<file path="src/hw/rtl/lmsc_pkg.sv">
// ----------------------------------------------------------------------------
// lmsc_pkg
// Shared types and codes of the LED matrix scroll controller: payload
// structs, register map, operation and button codes, controller interface.
// ----------------------------------------------------------------------------
package lmsc_pkg;

  localparam int ROW_COUNT  = 8;
  localparam int CFG_DATA_W = 10;
  localparam int PIXEL_W    = 32;
  localparam logic [8:0] STEP_WRAP = 9'd500;

  // Input item: one transaction on the item channel
  typedef struct packed {
    logic [1:0] operation;
    logic [7:0] column_address;
    logic [7:0] column_byte;
    logic [2:0] button;
  } item_t;

  // Result item: one row of the display
  typedef struct packed {
    logic [2:0]         row_index;
    logic               row_enable;
    logic [PIXEL_W-1:0] row_pixels;
    logic               frame_start;
  } result_t;

  // Operation codes
  localparam logic [1:0] OP_WRITE  = 2'd0;
  localparam logic [1:0] OP_BUTTON = 2'd1;
  localparam logic [1:0] OP_TICK   = 2'd2;

  // Button codes
  localparam logic [2:0] BTN_STATIC = 3'd0;
  localparam logic [2:0] BTN_UP     = 3'd1;
  localparam logic [2:0] BTN_DOWN   = 3'd2;
  localparam logic [2:0] BTN_BLINK  = 3'd3;
  localparam logic [2:0] BTN_CONT1  = 3'd4;
  localparam logic [2:0] BTN_CONT2  = 3'd5;

  // Display modes
  localparam logic [1:0] MODE_STATIC = 2'd0;
  localparam logic [1:0] MODE_UP     = 2'd1;
  localparam logic [1:0] MODE_DOWN   = 2'd2;
  localparam logic [1:0] MODE_BLINK  = 2'd3;

  // Scroll directions
  localparam logic [1:0] DIR_NONE = 2'd0;
  localparam logic [1:0] DIR_UP   = 2'd1;
  localparam logic [1:0] DIR_DOWN = 2'd2;

  // Register indexes
  localparam logic [2:0] REG_C1_FIRST   = 3'd0;
  localparam logic [2:0] REG_C1_LAST    = 3'd1;
  localparam logic [2:0] REG_C2_FIRST   = 3'd2;
  localparam logic [2:0] REG_C2_LAST    = 3'd3;
  localparam logic [2:0] REG_FRAMES     = 3'd4;
  localparam logic [2:0] REG_TICKS      = 3'd5;
  localparam logic [2:0] REG_BLINK_N    = 3'd6;
  localparam logic [2:0] REG_BLINK_DARK = 3'd7;

  // Configuration register file contents
  typedef struct packed {
    logic [7:0] content_one_first;
    logic [7:0] content_one_last;
    logic [7:0] content_two_first;
    logic [7:0] content_two_last;
    logic [7:0] frames_per_step;
    logic [7:0] ticks_per_row;
    logic [3:0] blink_every;
    logic [9:0] blink_dark_ticks;
  } cfg_t;

  // Controller to datapath commands
  typedef struct packed {
    logic take;        // item transaction this cycle
    logic start_sweep; // latch mode and bounds, pick first window start
    logic mod_init;    // clear the blink remainder unit
    logic mod_step;    // one remainder step
    logic begin_step;  // set up a scroll step and the window fill
    logic fill_run;    // window fill in progress
    logic emit;        // load the result register and advance the scan
    logic advance;     // move the window one column, or end the sweep
  } cmd_t;

  // Datapath to controller status
  typedef struct packed {
    logic sweep_on;
    logic start_ok;
    logic mod_last;
    logic fill_done;
    logic out_free;
    logic need_advance;
    logic adv_continue;
  } status_t;

endpackage

</file>
<file path="src/hw/rtl/lmsc_cfg_regs.sv">
// ----------------------------------------------------------------------------
// lmsc_cfg_regs
// Configuration register file: write-only, indexed, values masked to width.
// ----------------------------------------------------------------------------
module lmsc_cfg_regs (
  input  logic                          clk,
  input  logic                          rst,
  input  logic                          cfg_we,
  input  logic [2:0]                    cfg_index,
  input  logic [lmsc_pkg::CFG_DATA_W-1:0] cfg_data,
  output lmsc_pkg::cfg_t                cfg
);
  import lmsc_pkg::*;

  // Load reset defaults, then take writes by index
  always_ff @(posedge clk) begin
    if (rst) begin
      cfg.content_one_first <= 8'd0;
      cfg.content_one_last  <= 8'd63;
      cfg.content_two_first <= 8'd64;
      cfg.content_two_last  <= 8'd208;
      cfg.frames_per_step   <= 8'd10;
      cfg.ticks_per_row     <= 8'd5;
      cfg.blink_every       <= 4'd5;
      cfg.blink_dark_ticks  <= 10'd500;
    end else if (cfg_we) begin
      case (cfg_index)
        REG_C1_FIRST:   cfg.content_one_first <= cfg_data[7:0];
        REG_C1_LAST:    cfg.content_one_last  <= cfg_data[7:0];
        REG_C2_FIRST:   cfg.content_two_first <= cfg_data[7:0];
        REG_C2_LAST:    cfg.content_two_last  <= cfg_data[7:0];
        REG_FRAMES:     cfg.frames_per_step   <= cfg_data[7:0];
        REG_TICKS:      cfg.ticks_per_row     <= cfg_data[7:0];
        REG_BLINK_N:    cfg.blink_every       <= cfg_data[3:0];
        REG_BLINK_DARK: cfg.blink_dark_ticks  <= cfg_data[9:0];
        default: begin
        end
      endcase
    end
  end

endmodule

</file>
<file path="src/hw/rtl/lmsc_ctrl.sv">
// ----------------------------------------------------------------------------
// lmsc_ctrl
// Sequencer: takes items, runs sweep start, blink remainder, window fill,
// result emission and window advance through the datapath.
// ----------------------------------------------------------------------------
module lmsc_ctrl (
  input  logic                clk,
  input  logic                rst,
  input  logic                item_valid,
  input  logic [1:0]          operation,
  output logic                item_stall,
  input  lmsc_pkg::status_t   status,
  output lmsc_pkg::cmd_t      cmd
);
  import lmsc_pkg::*;

  typedef enum logic [6:0] {
    S_IDLE  = 7'b0000001,
    S_START = 7'b0000010,
    S_MOD   = 7'b0000100,
    S_STEP  = 7'b0001000,
    S_FILL  = 7'b0010000,
    S_EMIT  = 7'b0100000,
    S_ADV   = 7'b1000000
  } state_t;

  state_t state, state_next;
  logic   pend, pend_next;   // a tick waits for its result after the fill

  assign item_stall = (state != S_IDLE);

  // Next state and commands
  always_comb begin
    state_next = state;
    pend_next  = pend;
    cmd        = '0;
    case (state)
      S_IDLE: begin
        if (item_valid) begin
          cmd.take = 1'b1;
          if (operation == OP_TICK) begin
            state_next = status.sweep_on ? S_EMIT : S_START;
          end
        end
      end
      S_START: begin
        cmd.start_sweep = 1'b1;
        cmd.mod_init    = 1'b1;
        if (status.start_ok) begin
          pend_next  = 1'b1;
          state_next = S_MOD;
        end else begin
          state_next = S_EMIT;
        end
      end
      S_MOD: begin
        cmd.mod_step = 1'b1;
        if (status.mod_last) begin
          state_next = S_STEP;
        end
      end
      S_STEP: begin
        cmd.begin_step = 1'b1;
        state_next     = S_FILL;
      end
      S_FILL: begin
        cmd.fill_run = 1'b1;
        if (status.fill_done) begin
          pend_next  = 1'b0;
          state_next = pend ? S_EMIT : S_IDLE;
        end
      end
      S_EMIT: begin
        if (status.out_free) begin
          cmd.emit   = 1'b1;
          state_next = status.need_advance ? S_ADV : S_IDLE;
        end
      end
      S_ADV: begin
        cmd.advance  = 1'b1;
        cmd.mod_init = 1'b1;
        state_next   = status.adv_continue ? S_MOD : S_IDLE;
      end
      default: begin
        state_next = S_IDLE;
      end
    endcase
  end

  // Hold state
  always_ff @(posedge clk) begin
    if (rst) begin
      state <= S_IDLE;
      pend  <= 1'b0;
    end else begin
      state <= state_next;
      pend  <= pend_next;
    end
  end

endmodule

</file>
<file path="src/hw/rtl/lmsc_datapath.sv">
// ----------------------------------------------------------------------------
// lmsc_datapath
// Column memory, window buffer, mode and scan registers, blink remainder
// unit and the result register.
// ----------------------------------------------------------------------------
module lmsc_datapath #(
  parameter int COLUMN_DEPTH = 256,
  parameter int WINDOW_WIDTH = 32
) (
  input  logic                clk,
  input  logic                rst,
  input  lmsc_pkg::cfg_t      cfg,
  input  lmsc_pkg::item_t     item,
  input  lmsc_pkg::cmd_t      cmd,
  output lmsc_pkg::status_t   status,
  output logic                result_valid,
  input  logic                result_stall,
  output lmsc_pkg::result_t   result
);
  import lmsc_pkg::*;

  // Depth is taken as a power of two, so address wrap is a truncation
  localparam int AW   = $clog2(COLUMN_DEPTH);
  localparam int WIW  = $clog2(WINDOW_WIDTH);
  localparam int CW   = $clog2(WINDOW_WIDTH + 1);
  localparam int SW   = AW + 9;
  localparam int NPIX = (WINDOW_WIDTH < PIXEL_W) ? WINDOW_WIDTH : PIXEL_W;
  localparam logic [CW-1:0] FILL_LAST = CW'(WINDOW_WIDTH);

  // Column memory
  logic [7:0]    mem [COLUMN_DEPTH];
  logic [AW-1:0] wr_addr, rd_addr;
  logic [7:0]    rd_data;
  logic          mem_we;

  // Window buffer and fill pipeline
  logic [7:0]     wbuf [WINDOW_WIDTH];
  logic [CW-1:0]  fill_cnt;
  logic [7:0]     fill_base;
  logic           fill_wr;
  logic [WIW-1:0] fill_idx;
  logic [SW-1:0]  fill_sum;
  logic [SW-1:0]  addr_ext;

  // Mode, sweep and scan state
  logic [1:0] display_mode, scroll_direction, run_mode, run_dir;
  logic       content_choice, sweep_on;
  logic [7:0] lo_bound, hi_bound, window_start;
  logic [7:0] frame_count, row_tick_count;
  logic [2:0] scan_row;
  logic [8:0] step_count;
  logic [9:0] dark_count;

  // Blink remainder unit
  logic [3:0] rem;
  logic [3:0] rem_idx;
  logic [4:0] rem_sh, period;

  // Sweep start decisions
  logic [1:0] st_mode, st_dir;
  logic [7:0] st_lo, st_hi;
  logic       st_ok;

  // Scan arithmetic
  logic [7:0]         tpr_eff, fps_eff, rtc_inc, fc_inc, ws_next;
  logic               rtc_wrap, frame_wrap, lit, adv_end, blink_now;
  logic [PIXEL_W-1:0] pixels;
  result_t            res_next;

  assign mem_we   = cmd.take && (item.operation == OP_WRITE);
  assign addr_ext = SW'(item.column_address);
  assign wr_addr  = addr_ext[AW-1:0];
  assign fill_sum = SW'(fill_base) + SW'(fill_cnt);
  assign rd_addr  = fill_sum[AW-1:0];

  // Memory: one write port, one registered read port
  always_ff @(posedge clk) begin
    if (mem_we) begin
      mem[wr_addr] <= item.column_byte;
    end
    rd_data <= mem[rd_addr];
  end

  // Sweep start: latch mode and bounds of the chosen content
  always_comb begin
    st_mode = display_mode;
    st_lo   = content_choice ? cfg.content_two_first : cfg.content_one_first;
    st_hi   = content_choice ? cfg.content_two_last  : cfg.content_one_last;
    st_dir  = (st_mode == MODE_BLINK) ? scroll_direction : st_mode;
    if (st_mode == MODE_STATIC) begin
      st_ok = 1'b1;
    end else if (st_dir == DIR_UP) begin
      st_ok = (st_lo < st_hi);
    end else if (st_dir == DIR_DOWN) begin
      st_ok = (st_hi > st_lo);
    end else begin
      st_ok = 1'b0;
    end
  end

  // Scan arithmetic, zero timing values act as one
  always_comb begin
    tpr_eff    = (cfg.ticks_per_row == 8'd0) ? 8'd1 : cfg.ticks_per_row;
    fps_eff    = (run_mode == MODE_STATIC) ? 8'd1 :
                 ((cfg.frames_per_step == 8'd0) ? 8'd1 : cfg.frames_per_step);
    rtc_inc    = row_tick_count + 8'd1;
    fc_inc     = frame_count + 8'd1;
    rtc_wrap   = (rtc_inc >= tpr_eff);
    frame_wrap = (fc_inc >= fps_eff);
    lit        = sweep_on && (dark_count == 10'd0);
    ws_next    = (run_dir == DIR_UP) ? (window_start + 8'd1) : (window_start - 8'd1);
    adv_end    = (run_dir == DIR_UP) ? (ws_next >= hi_bound) : (ws_next <= lo_bound);
    period     = (cfg.blink_every == 4'd0) ? 5'd1 : {1'b0, cfg.blink_every};
    rem_sh     = {rem, step_count[rem_idx]};
    blink_now  = (run_mode == MODE_BLINK) && (rem == 4'd0);
  end

  // Gather one row of pixels, bit 7 of a column is row 0
  always_comb begin
    pixels = '0;
    for (int j = 0; j < NPIX; j++) begin
      pixels[j] = wbuf[j][~scan_row];
    end
  end

  always_comb begin
    res_next.row_index   = scan_row;
    res_next.row_enable  = lit;
    res_next.row_pixels  = lit ? pixels : '0;
    res_next.frame_start = lit && (scan_row == 3'd0) && (row_tick_count == 8'd0);
  end

  assign status.sweep_on     = sweep_on;
  assign status.start_ok     = st_ok;
  assign status.mod_last     = (rem_idx == 4'd0);
  assign status.fill_done    = (fill_cnt == FILL_LAST);
  assign status.out_free     = !result_valid || !result_stall;
  assign status.need_advance = lit && rtc_wrap && (scan_row == 3'(ROW_COUNT - 1)) &&
                               frame_wrap;
  assign status.adv_continue = (run_mode != MODE_STATIC) && !adv_end;

  // Control and scan registers
  always_ff @(posedge clk) begin
    if (rst) begin
      display_mode     <= MODE_STATIC;
      scroll_direction <= DIR_NONE;
      content_choice   <= 1'b0;
      sweep_on         <= 1'b0;
      run_mode         <= MODE_STATIC;
      run_dir          <= DIR_NONE;
      lo_bound         <= 8'd0;
      hi_bound         <= 8'd0;
      window_start     <= 8'd0;
      frame_count      <= 8'd0;
      row_tick_count   <= 8'd0;
      scan_row         <= 3'd0;
      step_count       <= 9'd0;
      dark_count       <= 10'd0;
      rem              <= 4'd0;
      rem_idx          <= 4'd0;
      fill_cnt         <= '0;
      fill_base        <= 8'd0;
      fill_wr          <= 1'b0;
      result_valid     <= 1'b0;
    end else begin
      // Button transactions
      if (cmd.take && (item.operation == OP_BUTTON)) begin
        case (item.button)
          BTN_STATIC: display_mode <= MODE_STATIC;
          BTN_UP: begin
            display_mode     <= MODE_UP;
            scroll_direction <= DIR_UP;
          end
          BTN_DOWN: begin
            display_mode     <= MODE_DOWN;
            scroll_direction <= DIR_DOWN;
          end
          BTN_BLINK: display_mode   <= MODE_BLINK;
          BTN_CONT1: content_choice <= 1'b0;
          BTN_CONT2: content_choice <= 1'b1;
          default: begin
          end
        endcase
      end

      // Start a sweep
      if (cmd.start_sweep) begin
        run_mode <= st_mode;
        run_dir  <= (st_mode == MODE_STATIC) ? DIR_NONE : st_dir;
        lo_bound <= st_lo;
        hi_bound <= st_hi;
        sweep_on <= st_ok;
        if (st_mode == MODE_STATIC) begin
          content_choice <= 1'b0;
          window_start   <= 8'(WINDOW_WIDTH);
        end else if (st_ok) begin
          window_start <= (st_dir == DIR_UP) ? st_lo : st_hi;
        end
      end

      // Remainder of step count by the blink period, one bit a cycle
      if (cmd.mod_init) begin
        rem     <= 4'd0;
        rem_idx <= 4'd8;
      end else if (cmd.mod_step) begin
        rem     <= (rem_sh >= period) ? 4'(rem_sh - period) : rem_sh[3:0];
        rem_idx <= rem_idx - 4'd1;
      end

      // Set up a scroll step
      if (cmd.begin_step) begin
        fill_base      <= blink_now ? 8'd0 : window_start;
        dark_count     <= blink_now ? cfg.blink_dark_ticks : 10'd0;
        if (run_mode == MODE_BLINK) begin
          step_count <= (step_count < STEP_WRAP) ? (step_count + 9'd1) : 9'd0;
        end
        frame_count    <= 8'd0;
        scan_row       <= 3'd0;
        row_tick_count <= 8'd0;
        fill_cnt       <= '0;
      end

      // Advance the fill counter; the buffer write comes in the cycle after its read
      fill_wr <= 1'b0;
      if (cmd.fill_run && (fill_cnt != FILL_LAST)) begin
        fill_cnt <= fill_cnt + CW'(1);
        fill_wr  <= 1'b1;
      end

      // Result register: load on emit, drop once taken
      if (cmd.emit) begin
        result_valid <= 1'b1;
      end else if (!result_stall) begin
        result_valid <= 1'b0;
      end

      // Advance the scan on a tick
      if (cmd.emit && sweep_on) begin
        if (dark_count != 10'd0) begin
          dark_count <= dark_count - 10'd1;
        end else if (rtc_wrap) begin
          row_tick_count <= 8'd0;
          if (scan_row == 3'(ROW_COUNT - 1)) begin
            scan_row    <= 3'd0;
            frame_count <= frame_wrap ? 8'd0 : fc_inc;
          end else begin
            scan_row <= scan_row + 3'd1;
          end
        end else begin
          row_tick_count <= rtc_inc;
        end
      end

      // Move the window one column, or end the sweep
      if (cmd.advance) begin
        if (run_mode == MODE_STATIC) begin
          sweep_on <= 1'b0;
        end else begin
          window_start <= ws_next;
          if (adv_end) begin
            sweep_on <= 1'b0;
          end
        end
      end
    end
  end

  // Fill index follows the read address in the next cycle
  always_ff @(posedge clk) begin
    fill_idx <= fill_cnt[WIW-1:0];
    if (cmd.emit) begin
      result <= res_next;
    end
  end

  // Window buffer
  always_ff @(posedge clk) begin
    if (rst) begin
      for (int j = 0; j < WINDOW_WIDTH; j++) begin
        wbuf[j] <= 8'd0;
      end
    end else if (fill_wr) begin
      wbuf[fill_idx] <= rd_data;
    end
  end

endmodule

</file>
<file path="src/hw/rtl/led_matrix_scroll_controller_top.sv">
// ----------------------------------------------------------------------------
// led_matrix_scroll_controller_top
// Marquee driver for an 8-row multiplexed LED matrix fed from a column
// memory; gives one row of pixels per tick.
//
//   Channel  Signals                          Direction  Content
//   item     item_valid, item_stall, item     in         write, button, tick
//   result   result_valid, result_stall,      out        one display row
//            result
//   config   cfg_we, cfg_index, cfg_data      in         register writes
//
// Column writes and button events are taken in the idle state. A tick inside
// a running step goes straight to its result. A tick that starts a sweep with
// valid bounds, or that ends a step the sweep goes on past, adds a blink
// remainder pass and a window fill through the single memory read port.
// Reset is synchronous and clears all control state; no sweep runs after it.
// A stalled result holds in its register while the next item is taken.
// ----------------------------------------------------------------------------
module led_matrix_scroll_controller_top #(
  parameter int COLUMN_DEPTH = 256,
  parameter int WINDOW_WIDTH = 32
) (
  input  logic                            clk,
  input  logic                            rst,
  input  logic                            item_valid,
  output logic                            item_stall,
  input  lmsc_pkg::item_t                 item,
  output logic                            result_valid,
  input  logic                            result_stall,
  output lmsc_pkg::result_t               result,
  input  logic                            cfg_we,
  input  logic [2:0]                      cfg_index,
  input  logic [lmsc_pkg::CFG_DATA_W-1:0] cfg_data
);
  import lmsc_pkg::*;

  cfg_t    cfg;
  cmd_t    cmd;
  status_t status;

  lmsc_cfg_regs u_cfg (
    .clk       (clk),
    .rst       (rst),
    .cfg_we    (cfg_we),
    .cfg_index (cfg_index),
    .cfg_data  (cfg_data),
    .cfg       (cfg)
  );

  lmsc_ctrl u_ctrl (
    .clk        (clk),
    .rst        (rst),
    .item_valid (item_valid),
    .operation  (item.operation),
    .item_stall (item_stall),
    .status     (status),
    .cmd        (cmd)
  );

  lmsc_datapath #(
    .COLUMN_DEPTH (COLUMN_DEPTH),
    .WINDOW_WIDTH (WINDOW_WIDTH)
  ) u_dp (
    .clk          (clk),
    .rst          (rst),
    .cfg          (cfg),
    .item         (item),
    .cmd          (cmd),
    .status       (status),
    .result_valid (result_valid),
    .result_stall (result_stall),
    .result       (result)
  );

endmodule
</file>
<file path="config.mk">
export PLATFORM = sky130hd
export DESIGN_NAME = led_matrix_scroll_controller_top
export DESIGN_NICKNAME = d
export VERILOG_FILES = /design/src/hw/rtl/lmsc_pkg.sv /design/src/hw/rtl/lmsc_cfg_regs.sv /design/src/hw/rtl/lmsc_ctrl.sv /design/src/hw/rtl/lmsc_datapath.sv /design/src/hw/rtl/led_matrix_scroll_controller_top.sv
export SDC_FILE = /design/constraint.sdc
export NUM_CORES = 2
export LEC_CHECK = 0
export BUFFER_PORTS_ARGS = -buffer_cell sky130_fd_sc_hd__buf_2
export CAP_MARGIN = 20
export CORE_MARGIN = 2
export CORE_UTILIZATION = 42
export DETAILED_ROUTE_END_ITERATION = 6
export GPL_ROUTABILITY_DRIVEN = 0
export SETUP_SLACK_MARGIN = 0.4
export SYNTH_ARGS = -nofsm -noshare
export SYNTH_HDL_FRONTEND = slang
export SYNTH_HIERARCHICAL = 1
export SYNTH_SLANG_ARGS = --single-unit
</file>
<file path="constraint.sdc">
create_clock -name clk -period 4.35 [get_ports clk]
set_clock_uncertainty 0.15 [all_clocks]
set_input_delay 0.435 -clock clk [delete_from_list [all_inputs] [get_ports clk]]
set_output_delay 0.435 -clock clk [all_outputs]
set_load 0.01 [all_outputs]
</file>
Word level (Yosys, flattened, before mapping)
Memories as Yosys holds them, arrays and structs flattened. A register that Yosys moved wholly into a read port is not among the register bits.
Cells that the tools add are included.
{ "op_classes": {"addsub": 11, "magnitude_cmp": 10, "n_eq_ne": 37, "muxes": 158, "bitwise_logic": 1, "reduce_logical": 52} }
{ "op_table": {"columns": ["operator", "n"], "rows": [
  ["two-way mux 8 bit", 24],
  ["binary-select mux 1 bit (select 3 bit)", 32],
  ["two-way mux 1 bit", 67],
  ["case mux 7 bit (7 select lines)", 1],
  ["two-way mux 7 bit", 6],
  ["two-way mux 10 bit", 4],
  ["two-way mux 6 bit", 5],
  ["adder 8 x 1 -> 8 bit, second input constant", 3],
  [">= comparator 8 bit", 3],
  ["zero test 8 bit", 3],
  ["AND reduction 2 bit", 11],
  ["== test 3 bit, second input constant", 7],
  ["two-way mux 3 bit", 6],
  ["two-way mux 4 bit", 4],
  ["== test 3 x 2 -> 1 bit, second input constant", 4],
  ["logical AND 1 bit", 12],
  ["zero test 4 bit", 3],
  ["zero test 10 bit", 1],
  ["nonzero test 10 bit", 1],
  ["nonzero test 2 bit", 5],
  ["subtractor 10 x 1 -> 10 bit, second input constant", 1],
  ["adder 9 x 1 -> 9 bit, second input constant", 1],
  ["zero test 3 bit", 3],
  ["less-than comparator 9 bit, second input constant", 1],
  ["43 further kinds", 61]
]} }
{ "totals": {"register_bits": 208, "ram_bits": 2304, "in_bits": 39, "out_inout_bits": 39, "wordCells": 307, "n_memories": 2} }
{ "memory_table": {"columns": ["memory", "depth", "word_bits", "read_ports", "rd_clocked_by_memory_dff", "wr", "line", "text"], "rows": [
  ["u_dp.mem", 256, 8, 1, 1, 1, "lmsc_datapath.sv:31", "logic [7:0] mem [COLUMN_DEPTH];"],
  ["u_dp.wbuf", 32, 8, 32, 0, 32, "lmsc_datapath.sv:37", "logic [7:0] wbuf [WINDOW_WIDTH];"]
]} }

Longest topological paths before layout
{ "logic_depth": {"word_depth": 11, "depth_mapped": 21, "depth_no_buf": 20} }

Modules after synthesis
Netlist, hierarchy kept.
{ "modules_own_cells": {"columns": ["module", "instances", "cells_each", "area_per_inst_um2", "seq_area_each_um2"], "rows": [
  ["lmsc_datapath", 1, 5427, 99038.7, 72479.5],
  ["lmsc_cfg_regs", 1, 235, 2491.1, 1241.2],
  ["lmsc_ctrl", 1, 80, 594.3, 160.2]
]} }

Worst setup path after synthesis
Ideal clock, no wire load.
{ "synth_timing": {"path_type": "reg2reg", "start": "register u_dp.content_choice", "end": "register u_dp.window_start[7]", "setup_time_ns": 0.132, "arrival_time_ns": 3.674, "required_ns": 4.068, "slack_ns": 0.394, "path_stages_with_launch": 13, "n_path_buf": 2, "period_less_slack_ns": 3.956, "cell_sequence": "dfxtp_1 -> clkbuf_1 -> buf_1 -> mux2i_1 -> ha_1 -> nor2b_1 -> o21a_1 -> o21ai_0 -> a21oi_1 -> o31ai_1 -> mux2_2 -> a222oi_1 -> nor3_1"} }
{ "synth_via": {"elab_chain_cells": 10, "word_cells_on_any_way": 13, "cone_classes": "order compare: 2; mux: 11"} }
{ "synth_rtl": {"columns": ["item", "line", "text"], "rows": [
  ["start, declared", "lmsc_datapath.sv:47", "logic content_choice, sweep_on;"],
  ["start signal, assigned", "lmsc_datapath.sv:147", "content_choice <= 1'b0;"],
  ["start signal, assigned", "lmsc_datapath.sv:179", "BTN_CONT1: content_choice <= 1'b0;"],
  ["start signal, assigned", "lmsc_datapath.sv:180", "BTN_CONT2: content_choice <= 1'b1;"],
  ["two-way mux 8 bit, on equally long branches", "lmsc_datapath.sv:88, lmsc_datapath.sv:87", null],
  ["greater-than comparator 8 bit", "lmsc_datapath.sv:95", "st_ok = (st_hi > st_lo);"],
  ["two-way mux 1 bit", "lmsc_datapath.sv:94", "end else if (st_dir == DIR_DOWN) begin"],
  ["two-way mux 1 bit", "lmsc_datapath.sv:92", "end else if (st_dir == DIR_UP) begin"],
  ["two-way mux 1 bit", "lmsc_datapath.sv:90", "if (st_mode == MODE_STATIC) begin"],
  ["two-way mux 8 bit *", "lmsc_datapath.sv:196", "end else if (st_ok) begin"],
  ["two-way mux 8 bit *", "lmsc_datapath.sv:193", "if (st_mode == MODE_STATIC) begin"],
  ["two-way mux 8 bit *", "lmsc_datapath.sv:187", "if (cmd.start_sweep) begin"],
  ["two-way mux 8 bit", "lmsc_datapath.sv:256", "if (run_mode == MODE_STATIC) begin"],
  ["two-way mux 8 bit *", "lmsc_datapath.sv:255", "if (cmd.advance) begin"],
  ["end signal, assigned", "lmsc_datapath.sv:195", "window_start <= 8'(WINDOW_WIDTH);"],
  ["end signal, assigned", "lmsc_datapath.sv:197", "window_start <= (st_dir == DIR_UP) ? st_lo : st_hi;"],
  ["end signal, assigned", "lmsc_datapath.sv:259", "window_start <= ws_next;"],
  ["end, declared", "lmsc_datapath.sv:48", "logic [7:0] lo_bound, hi_bound, window_start;"]
]} }
Mark *: on every way between the ends. The rest lies on a longest branch, timed or not.
A chain may end at the register's enable or synchronous reset.

Worst setup path in the final report
{ "layout_timing": {"start": "register u_dp.fill_cnt[0]", "end": "register u_dp.rd_data[0] (read register of u_dp.mem)"} }
{ "layout_via": {"elab_chain_cells": 1} }
{ "layout_rtl": {"columns": ["item", "line", "text"], "rows": [
  ["start, declared", "lmsc_datapath.sv:38", "logic [CW-1:0] fill_cnt;"],
  ["start signal, assigned", "lmsc_datapath.sv:226", "fill_cnt <= fill_cnt + CW'(1);"],
  ["adder 8 x 6 -> 8 bit", "lmsc_datapath.sv:73", "assign fill_sum = SW'(fill_base) + SW'(fill_cnt);"],
  ["end, declared", "lmsc_datapath.sv:33", "logic [7:0] rd_data;"]
]} }
Every way passes these cells.

==> impl_metrics.prom <==
# TYPE chip_impl_metric gauge
chip_impl_metric{name="areaGrowthSynthToFinish",unit="%"} 16.8
chip_impl_metric{name="slew_headroom",unit=""} 0.267
chip_impl_metric{name="detailed_routing_iterations_pass_1",unit=""} 5
chip_impl_metric{name="overall_die_height",unit="um"} 497
chip_impl_info{name="combinational_family_with_the_most_area_after_synthesis",value="multiplexers"} 1
chip_impl_metric{name="reg2reg_depth",unit=""} 11
chip_impl_metric{name="synthesis.yosys.warnings",unit=""} 6
chip_impl_metric{name="timing.reg2reg.setup_slack",unit="ps"} 180
chip_impl_metric{name="area_after_detailed_placement",unit="sq um"} 110000
chip_impl_metric{name="layout.nets",unit=""} 6448
chip_impl_metric{name="worst_slew_pin_slew",unit="ps"} 1100
chip_impl_metric{name="initialDrtViolationCount",unit=""} 5838
chip_impl_metric{name="fmax",unit="GHz"} 0.240
chip_impl_info{name="synthTopCellsByArea",value="edfxtp_1 (69%), mux4_2 (13%), dfxtp_1 (3.5%)"} 1
chip_impl_metric{name="detailroute.via_count",unit=""} 55100
chip_impl_metric{name="numPortBuffers",unit=""} 77
chip_impl_info{name="slowest_stage_cell_on_the_critical_path",value="fa_4"} 1
chip_impl_info{name="timing.rr.start",value="u_dp/fill_cnt[0]$_SDFFE_PP0P_"} 1
chip_impl_metric{name="final_global_route_overflow_total",unit=""} 0
chip_impl_metric{name="cts.sinks",unit=""} 2520
chip_impl_metric{name="grt_antenna_before_repair",unit=""} 13
chip_impl_metric{name="grt_use_total",unit=""} 0.207
chip_impl_info{name="crit_path_class",value="register to register"} 1
chip_impl_metric{name="synth.distinct_cells",unit=""} 80
chip_impl_metric{name="fill_cells",unit=""} 19900
chip_impl_metric{name="final_design_area_no_fill",unit="sq um"} 119000
chip_impl_info{name="setup_repair_after_global_routing_missed_its_margin",value="yes"} 1
chip_impl_metric{name="route.final.wire_length",unit="um"} 258000
chip_impl_metric{name="detail_route.wl_per_cell",unit="um"} 26.5
chip_impl_metric{name="first_global_vias",unit=""} 56000
chip_impl_metric{name="detail_route.drc_violations",unit=""} 0
chip_impl_metric{name="hpwlAfterDp",unit="um"} 157000
chip_impl_metric{name="period_utilisation_layout",unit=""} 0.958
chip_impl_metric{name="portion_of_netlist_area_occupied_by_mux_cells",unit=""} 0.151
chip_impl_info{name="start_kind",value="register"} 1
chip_impl_metric{name="syn_area_per_cell",unit="sq um"} 17.8
chip_impl_info{name="worst_setup_path_startpoint",value="u_dp/fill_cnt[0]$_SDFFE_PP0P_"} 1
chip_impl_metric{name="fraction_of_the_mapped_netlist_area_in_compound_gates",unit=""} 0.0240
chip_impl_metric{name="htree_num_levels",unit=""} 5
chip_impl_info{name="critical_path.endpoint_type",value="register"} 1
chip_impl_metric{name="report.final.slew_viol_count",unit=""} 0
chip_impl_info{name="netlist.top_cell.by_area",value="edfxtp_1"} 1
chip_impl_metric{name="sequential_cell_fraction_of_total_power",unit=""} 0.533
chip_impl_metric{name="cts-root-to-sink-buffers",unit=""} 4
chip_impl_info{name="cts_tree",value="done"} 1
chip_impl_metric{name="static-leakage-power",unit="nW"} 38.9
chip_impl_metric{name="synth.net_count",unit=""} 5852
chip_impl_metric{name="period_minus_slack",unit="ps"} 4170
chip_impl_metric{name="post_synth_fa_ha_maj_area_fraction",unit=""} 0.00892
chip_impl_metric{name="path_clk_slew",unit="ps"} 60
chip_impl_metric{name="synth-async-reset-ratio",unit=""} 0
chip_impl_metric{name="pwr-share-comb",unit=""} 0.015
chip_impl_metric{name="netlist_instances",unit=""} 5742
chip_impl_metric{name="boundaryPins",unit=""} 78
chip_impl_metric{name="fp.dieW",unit="um"} 497
chip_impl_metric{name="synth_enable_flop_cells",unit=""} 2341
chip_impl_info{name="worstReg2RegEnd",value="u_dp/rd_data[0]$_DFF_P_"} 1
chip_impl_metric{name="internal_dissipation",unit="mW"} 39.9
chip_impl_metric{name="power-per-cell-area",unit="nW/um^2"} 418
chip_impl_metric{name="area_of_the_mapped_netlist",unit="sq um"} 102000
chip_impl_metric{name="initial_standard_cell_utilization_of_the_core",unit=""} 0.421
chip_impl_info{name="clockRootBuffer",value="clkbuf_16"} 1
chip_impl_metric{name="yosys.area.top_type_share",unit=""} 0.688
chip_impl_metric{name="cp_slowest_stage_delay",unit="ps"} 810
chip_impl_metric{name="clkLatencyLatePin",unit="ps"} 920
chip_impl_metric{name="grt_start_max_net_pins",unit=""} 133
chip_impl_metric{name="sequential_element_share_of_the_synthesized_area",unit=""} 0.723
chip_impl_metric{name="placement_rows",unit=""} 181
chip_impl_metric{name="vdd.ir_drop.worst",unit="uV"} 373
chip_impl_metric{name="timing.critical_path.buf_inv",unit=""} 3
chip_impl_info{name="synthFlopType",value="edfxtp_1"} 1
chip_impl_metric{name="cts-buffers-inserted",unit=""} 282
chip_impl_metric{name="timing.critical_path.arrival",unit="ps"} 4800
chip_impl_metric{name="totalPowerFinal",unit="mW"} 49.9
chip_impl_metric{name="core",unit="sq um"} 243000
chip_impl_metric{name="maxCapViolations",unit=""} 0
chip_impl_metric{name="timing.hold.ws",unit="ps"} 68.6
chip_impl_metric{name="synth-simple-area-share",unit=""} 0.0733
chip_impl_metric{name="drive_above_1_share",unit=""} 0.259
chip_impl_metric{name="finalSetupTns",unit="ps"} 0
chip_impl_metric{name="path_max_fanout",unit=""} 17
chip_impl_metric{name="switching_power",unit="mW"} 9.95
chip_impl_metric{name="fp.dieArea",unit="sq um"} 247000
chip_impl_metric{name="finalCoreUtilization",unit=""} 0.492
chip_impl_metric{name="setup_viol",unit=""} 0
chip_impl_info{name="outcome",value="finished clean"} 1
chip_impl_metric{name="avgViaCountPerCell",unit=""} 5.66
chip_impl_info{name="class_of_the_most_critical_hold_timing_path",value="input port to register"} 1
chip_impl_info{name="worst_setup_path_endpoint",value="u_dp/rd_data[0]$_DFF_P_"} 1
chip_impl_metric{name="power.share.switching",unit=""} 0.199
chip_impl_metric{name="cp.required",unit="ps"} 4990
chip_impl_metric{name="timing.final.hold_violations",unit=""} 0
chip_impl_metric{name="critical_path_cell_count",unit=""} 11
chip_impl_metric{name="route.antenna.remaining_nets",unit=""} 0
chip_impl_metric{name="yosys_register_bits",unit=""} 2520
chip_impl_metric{name="synthXorXnorAreaFrac",unit=""} 0.00309
chip_impl_info{name="timing.critical_path.max_delay_family",value="multiplexers"} 1
chip_impl_metric{name="grt_first_pass_wirelength",unit="um"} 381000
chip_impl_metric{name="pwr-share-clk",unit=""} 0.452
chip_impl_info{name="worstPathCellList",value="ha_4, fa_4, buf_12, buf_12, mux4_2, mux4_2, mux2_2, a22oi_2, buf_4, nand2_1, or4b_1"} 1
-- metal layers --
layer  share of wire  track usage
met5        0.000046            0
met2            0.49        0.339
met4           0.027       0.0584
met1            0.42        0.289
met3           0.068       0.0332
-- power by group through the flow --
stage,combinational [mW],sequential (mW),clock [mW]
CTS,0.770,26.6,23.0
floorplan,0.227,27.1,0
finish,0.756,26.6,22.6
detailed placement,0.744,27.1,0
global route,0.826,26.6,23.9
global placement,0.716,27.1,0
-- metrics by stage --
stage / worst slack, ps / std cells
finish: 184 / 9742
CTS: 185 / 9731
global placement: -193 / 9189
floorplan: 421 / 5742
global route: 108 / 9741
detailed placement: 54.5 / 9191
-- worst min-delay path: cells and delay by family --
family | cells | cell delay (ps)
buffers and inverters | 2 | 330
AND/OR/NAND/NOR | 2 | 150
-- final cells by class --
| class | instances | area (sq um) | area share |
|---|---|---|---|
| timing repair buffer | 650 | 5730 | 0.0480 |
| tap | 3202 | 4010 | 0.0336 |
| inverter | 63 | 236 | 0.00198 |
| sequential | 2520 | 73900 | 0.619 |
| clock inverter | 143 | 1250 | 0.0105 |
| multi-input combinational | 2821 | 26800 | 0.225 |
| antenna | 5 | 12.5 | 0.000105 |
| clock buffer | 338 | 7390 | 0.0620 |
-- logic make-up (layout without fill, tap and decap cells) --
logic type | Yosys count | after routing
DFF | 2520 | 2520
AOI/OAI and AO/OA | 371 | 371
xor gates and xnor gates | 36 | 36
adders and majority gates | 71 | 71
muxes | 763 | 763
buffers and inverters | 401 | 1194
other | 0 | 5
and+or+nand+nor | 1580 | 1580
-- placed cells by master (no fill, tap or decap), types with 69 or more instances in the layout --
cell	count
mux2i_1	121
buf_4	466
dfxtp_1	175
a21oi_1	74
clkbuf_16	286
nand3_1	124
o21ai_0	84
nand2_1	464
mux4_2	608
and2_1	258
buf_2	69
nor2_1	459
edfxtp_1	2341
-- cells in the mapped netlist, types with 9 or more instances --
library cell and number:
nor2b_1 15, nand3_1 128, mux4_2 607, nand2_1 476, inv_1 60, a22oi_1 12
clkbuf_1 211, o21ai_0 85, o22ai_1 10, xnor2_1 22, a21oi_1 78, buf_1 34
nand2b_1 68, o211ai_1 9, and3_1 65, a311oi_1 52, buf_2 79, xor2_1 14
a211oi_1 30, nor2_1 462, and2_1 259, nor4_1 10, a31oi_1 35, dfxtp_1 179
mux2_2 26, mux2i_1 122, a21o_1 14, nor3_1 25, edfxtp_1 2341, ha_1 68
-- flip-flops by register name, summed over array words and instances, names as in the netlist, 2 cells and up --
signal / cells
u_dp/rd_data: 8
u_dp/dark_count: 10
u_cfg/cfg: 62
u_dp/fill_base: 8
u_dp/lo_bound: 8
u_ctrl/state: 7
u_dp/result: 37
u_dp/run_mode: 2
u_dp/step_count: 9
u_dp/run_dir: 2
u_dp/fill_cnt: 6
u_dp/row_tick_count: 8
u_dp/hi_bound: 8
u_dp/display_mode: 2
u_dp/rem: 4
u_dp/rem_idx: 4
u_dp/mem: 2048
u_dp/frame_count: 8
u_dp/fill_idx: 5
u_dp/scan_row: 3
u_dp/window_start: 8
u_dp/wbuf: 256
u_dp/scroll_direction: 2
-- how the worst min path moves through the flow --
stage,startpoint,end,slack [ps],cells past startpoint
detailed placement,u_dp/fill_cnt[2]$_SDFFE_PP0P_,u_dp/fill_idx[2]$_DFF_P_,280,0
finish,item[12],u_dp/mem[131][4]$_DFFE_PP_,70,4
CTS,item[12],u_dp/mem[131][4]$_DFFE_PP_,3,4
global placement,u_dp/fill_cnt[2]$_SDFFE_PP0P_,u_dp/fill_idx[2]$_DFF_P_,280,0
floorplan,u_dp/fill_cnt[4]$_SDFFE_PP0P_,u_dp/fill_idx[4]$_DFF_P_,240,0
global route,item[14],u_dp/mem[161][6]$_DFFE_PP_,50,5
-- repair_timing --
action,in CTS,in global routing
resized for setup,20,14
hold buffers,41,0
setup buffers,14,5
cloned,4,0
endpoints found under the setup margin,8,207
pin swaps,2,2
endpoints found under the hold margin,549,0
(Power assumes the default switching activity.)
